**config.mk**
```make
export PLATFORM = sky130hd
export DESIGN_NAME = smt_cell
export DESIGN_NICKNAME = d
export VERILOG_FILES = /design/src/rtl/smt_pkg.sv /design/src/rtl/smt_cell.sv
export SDC_FILE = /design/constraint.sdc
export NUM_CORES = 1
export LEC_CHECK = 0
export BUFFER_PORTS_ARGS = -buffer_cell sky130_fd_sc_hd__buf_2
export CORE_UTILIZATION = 40
export DETAILED_ROUTE_END_ITERATION = 10
export GPL_TIMING_DRIVEN = 0
export PLACE_DENSITY = 0.7
export SLEW_MARGIN = 25
export SYNTH_ARGS = -nofsm -noshare
export SYNTH_HDL_FRONTEND = slang
export SYNTH_SLANG_ARGS = --single-unit
```
**constraint.sdc**
```tcl
create_clock -name aclk -period 7.1 [get_ports aclk]
set_clock_uncertainty 0.15 [all_clocks]
set_input_delay 1.065 -clock aclk [delete_from_list [all_inputs] [get_ports aclk]]
set_output_delay 1.065 -clock aclk [all_outputs]
set_load 0.1 [all_outputs]
```
**src/rtl/smt_pkg.sv**
```systemverilog
// smt_pkg.sv
// types, constants and cell commands shared by the sorted multiset table
// no dependencies
package smt_pkg;

    localparam int TABLE_DEPTH = 256;
    localparam int OCC_W       = $clog2(TABLE_DEPTH + 1);
    localparam int VALUE_W     = 32;
    localparam int COUNT_W     = 16;
    localparam int GROUP       = 16;
    localparam int NGROUP      = (TABLE_DEPTH + GROUP - 1) / GROUP;

    typedef logic signed [VALUE_W-1:0] value_t;
    typedef logic [COUNT_W-1:0]        count_t;
    typedef logic [OCC_W-1:0]          occ_t;

    localparam count_t COUNT_MAX = {COUNT_W{1'b1}};
    localparam occ_t   OCC_FULL  = OCC_W'(TABLE_DEPTH);

    typedef enum logic [1:0] {
        MODE_ADD    = 2'd0,
        MODE_REMOVE = 2'd1,
        MODE_QUERY  = 2'd2,
        MODE_SPARE  = 2'd3
    } mode_t;

    typedef enum logic [2:0] {
        CELL_HOLD = 3'd0,
        CELL_CMP  = 3'd1,
        CELL_INC  = 3'd2,
        CELL_DEC  = 3'd3,
        CELL_INS  = 3'd4,
        CELL_DEL  = 3'd5
    } cell_op_t;

    typedef struct packed {
        cell_op_t op;
        value_t   value;
    } cell_cmd_t;

endpackage

```
**src/rtl/smt_cell.sv**
```systemverilog
// smt_cell.sv
// one table entry: value, count and compare flags, shifts with its neighbors
// depends on smt_pkg
module smt_cell import smt_pkg::*; (
    input  logic      aclk,
    input  cell_cmd_t cmd,
    input  logic      live,
    input  value_t    prev_value,
    input  count_t    prev_count,
    input  logic      prev_ge,
    input  value_t    next_value,
    input  count_t    next_count,
    output value_t    value,
    output count_t    count,
    output logic      ge,
    output logic      eq
);

    value_t value_reg, value_next;
    count_t count_reg, count_next;
    logic   ge_reg, ge_next;
    logic   eq_reg, eq_next;

    always_comb begin
        value_next = value_reg;
        count_next = count_reg;
        ge_next    = ge_reg;
        eq_next    = eq_reg;
        case (cmd.op)
            CELL_CMP: begin
                ge_next = !(live && (value_reg < cmd.value));
                eq_next = live && (value_reg == cmd.value);
            end
            CELL_INC: begin
                if (eq_reg && count_reg != COUNT_MAX) begin
                    count_next = count_reg + COUNT_W'(1);
                end
            end
            CELL_DEC: begin
                if (eq_reg) begin
                    count_next = count_reg - COUNT_W'(1);
                end
            end
            CELL_INS: begin
                if (ge_reg && !prev_ge) begin
                    value_next = cmd.value;
                    count_next = COUNT_W'(1);
                end else if (prev_ge) begin
                    value_next = prev_value;
                    count_next = prev_count;
                end
            end
            CELL_DEL: begin
                if (ge_reg) begin
                    value_next = next_value;
                    count_next = next_count;
                end
            end
            default: begin
            end
        endcase
    end

    always_ff @(posedge aclk) begin
        value_reg <= value_next;
        count_reg <= count_next;
        ge_reg    <= ge_next;
        eq_reg    <= eq_next;
    end

    assign value = value_reg;
    assign count = count_reg;
    assign ge    = ge_reg;
    assign eq    = eq_reg;

endmodule

```
==> qor.log <==
qor: clock_tree.number_of_resized_instances_in_the_post_cts_repair_step 0
qor: drt.drt-total-wl 12,500 um
qor: drt.antenna_violating_nets_post_route 0
qor: worst_hold_path.timing.hold.worst_endpoint count[0]$_DFFE_PP_
qor: timing.count_of_final_hold_check_violations 0
qor: setup_path.reg2reg_depth 8
qor: placement.io_buffer_count 183
qor: setup_path.critical-path-slowest-cell sky130_fd_sc_hd__nor4_1
qor: setup_path.critical_path.cell_chain buf_2, nand3b_1, clkbuf_1, xnor2_1, ha_1, nor4_1, nand4_1, o22ai_1, xnor2_1, a21oi_1
qor: clock_tree.post_cts_hold_buffer_count 0
qor: floorplan.ioPinCount 184
qor: setup_path.worstSetupPathType in2reg
qor: clock_tree.cts_root_buffer sky130_fd_sc_hd__clkbuf_8
qor: setup_path.rr_endpoint count[10]$_DFFE_PP_
qor: setup_path.crit-reg2reg-launch count[1]$_DFFE_PP_
qor: drt.firstDrtPassIters 5
qor: timing.timing.slew.headroom 48.9%
qor: run.cap_viol_max_count 0
qor: timing.finalWorstPathRequiredPeriod 3.55 ns
qor: status.status complete, no violations
qor: synth.synth.ff_latch_count 50
qor: synth.netlist_instances 476
qor: global_route.grt-ovfl-total 0
qor: global_route.antenna_found_initial 0
qor: drt.post-route-drc-count 0
qor: clock_tree.postCtsSetupBuffers 0
qor: synth.netlist_area 3940 sq um
qor: global_route.global_route.usage.total 24.9%
qor: worst_hold_path.hold_path_depth 1
qor: setup_path.cp_max_fo 10
qor: setup_path.cp.required 6.99 ns
qor: clock_tree.h-tree-depth 2
qor: synth.synthFlopType sky130_fd_sc_hd__edfxtp_1
qor: synth.mappedNetlistNets 643
qor: drt.vias 4,196
qor: synth.post_synth_edffs 50
qor: drt.drt_iter0_drc 138
qor: worst_hold_path.hold_path_startpoint count[0]$_DFFE_PP_
qor: clock_tree.clock_path_buffers 2
qor: placement.place_inst 789
qor: synth.synth_cell_types 47
qor: synth.yosys_warnings 0
qor: timing.rsz_0062_raised_after_global_routing no
qor: worst_hold_path.worst_hold_path_type reg2reg
qor: global_route.grt_pass1_vias 4,104
qor: timing.fin_tns_setup 0 ns
qor: timing.setup_violations 0
qor: finish.nets 834
qor: setup_path.max_stage_delay 0.54 ns
qor: floorplan.design.die.area 10,200 sq um
qor: setup_path.worst-endpoint-arrival 3.44 ns
qor: setup_path.critical_path.endpoint_type flip-flop
qor: drt.routed_via_density 5.26
qor: finish.largest_register_ff_count 32
qor: setup_path.cpMostUsedCell sky130_fd_sc_hd__xnor2_1
qor: timing.worst-slew-pin-transition 0.767 ns
qor: synth.synth-seq-area-share 38.1%
qor: timing.finalCritPeriodShare 50.0%
qor: floorplan.die_y 101 um
qor: placement.place_hpwl 10,100 um
qor: finish.antenna_cells 0
qor: timing.report.final.slew_viol_count 0
qor: power_and_ir_drop.peakVddDrop 0.0000964 V
qor: synth.avgSynthCellArea 8.27 sq um
qor: clock_tree.cts_inserted_buffers 5
qor: timing.max_freq 282 MHz
qor: global_route.grt_start_max_net_pins 26
qor: finish.fin_cells 797
qor: drt.routed_wirelength_normalized_by_instance_count 15.7 um
qor: placement.gpl.final_weighted_congestion 0.893
qor: floorplan.design.core.area 9370 sq um
qor: floorplan.start_util 42.0%
qor: synth.synth-async-reset-ratio 0%
qor: floorplan.std_cell_rows 35
qor: clock_tree.clk_latency 0.31 ns
qor: global_route.grt_pass1_wl 19,800 um
qor: finish.layout-drive-gt1-share 29.9%
qor: clock_tree.clk_pin_slew_worst_paths 0.10 ns
qor: setup_path.r2r_setup_slack 4.35 ns
qor: finish.area_delta_synth_final 31.6%
qor: clock_tree.tritoncts done
qor: setup_path.setup.worst_path.start_class primary input
qor: power_and_ir_drop.power_per_cell_area 166 nW/um^2
qor: clock_tree.cts_sinks 50
qor: floorplan.fp.dieW 101 um
qor: power_and_ir_drop.power.static_leakage 2.31 nW
-- kinds of logic (layout without fill, tap and decap cells) --
logic type / count (synthesis) / count (layout) / share of synthesized area (%)
mux: 4 / 4 / 1.05
xor+xnor: 12 / 12 / 2.67
buf+inv: 62 / 254 / 5.98
compound gates: 136 / 136 / 19.5
flops: 50 / 50 / 38.1
simple gates: 179 / 179 / 22.1
fa+ha+maj: 33 / 33 / 10.5
-- worst max path at each step --
stage                                      to  cells past startpoint    start
after floorplan            count[0]$_DFFE_PP_                      5  cmd[32]
after global placement     count[8]$_DFFE_PP_                      6  cmd[32]
after detailed placement  count[10]$_DFFE_PP_                     10  cmd[34]
after CTS                 count[10]$_DFFE_PP_                     10  cmd[34]
after global routing      count[10]$_DFFE_PP_                     10  cmd[34]
final                     count[10]$_DFFE_PP_                     10  cmd[34]
-- cell usage in the layout (no fill, tap or decap), drive strengths merged, types with 2 or more instances in the layout --
cell	n
nand2b	4
xnor2	8
a2bb2oi	2
ha	33
a21oi	58
edfxtp	50
or3	4
o22ai	3
or4	2
o21ai	47
o21a	2
mux2i	3
clkbuf	31
and4	4
nor2	45
a31oi	2
nand4	12
nand2	59
and3b	2
nor3	7
inv	34
and2	3
nor4	6
nand4b	2
xor2	4
a211oi	11
o32ai	2
buf	186
and3	13
bufinv	2
nand3	11
-- Yosys cell counts, drive strengths merged (11+ instances only) --
master | n | area [sq um]
nand2 | 59 | 221
a21oi | 58 | 290
edfxtp | 50 | 1500
o21ai | 47 | 235
nor2 | 45 | 169
inv | 34 | 128
ha | 33 | 413
clkbuf | 26 | 97.6
and3 | 13 | 81.3
nand4 | 12 | 75.1
a211oi | 11 | 82.6
nand3 | 11 | 55.1
-- report_power, final --
group | internal [mW] | switching [mW] | leakage, nW
clock network | 0.141 | 0.106 | 0.0683
registers | 0.344 | 0.0106 | 0.466
logic | 0.0785 | 0.178 | 1.78
total | 0.563 | 0.294 | 2.31
-- per-layer routing --
layer  GRT usage [%]  routed length [um]  up-vias
met5               0                   0        -
met2            45.2                6190      167
met4            5.46                 133        0
met1            31.0                5400     1908
met3            4.07                 793       11
li1                -                   -     2110
-- final cells by class --
class | count | area (sq um)
clock inverter | 3 | 68.8
clock buffer | 5 | 68.8
timing repair buffer | 184 | 936
buffer | 28 | 108
tap | 129 | 161
sequential | 50 | 1500
multi-input combinational | 364 | 2210
fill | 918 | 4190
inverter | 34 | 128
-- metrics by stage --
stage | hold WS (ns) | setup WS [ns] | instance area [sq um] | util [%] | total power [mW]
5_1_grt | 0.631 | 3.37 | 5180 | 55.3 | 0.894
2_1_floorplan | 1.02 | 3.13 | 3940 | - | 0.535
6_report | 0.606 | 3.55 | 5180 | 55.3 | 0.858
3_3_place_gp | 0.579 | 1.73 | 5010 | 53.5 | 0.611
3_5_place_dp | 0.572 | 3.25 | 5040 | 53.8 | 0.617
4_1_cts | 0.585 | 3.57 | 5180 | 55.3 | 0.862
-- critical path, delay by kind of cell --
kind                     cells  cell delay (ns)
AND/OR/NAND/NOR              3             0.98
buffers and inverters        2             0.54
AO/OA/AOI/OAI                2             0.32
XOR/XNOR                     2             0.27
adder cells (fa/ha/maj)      1             0.27
Power figures use the tool's default switching activity.
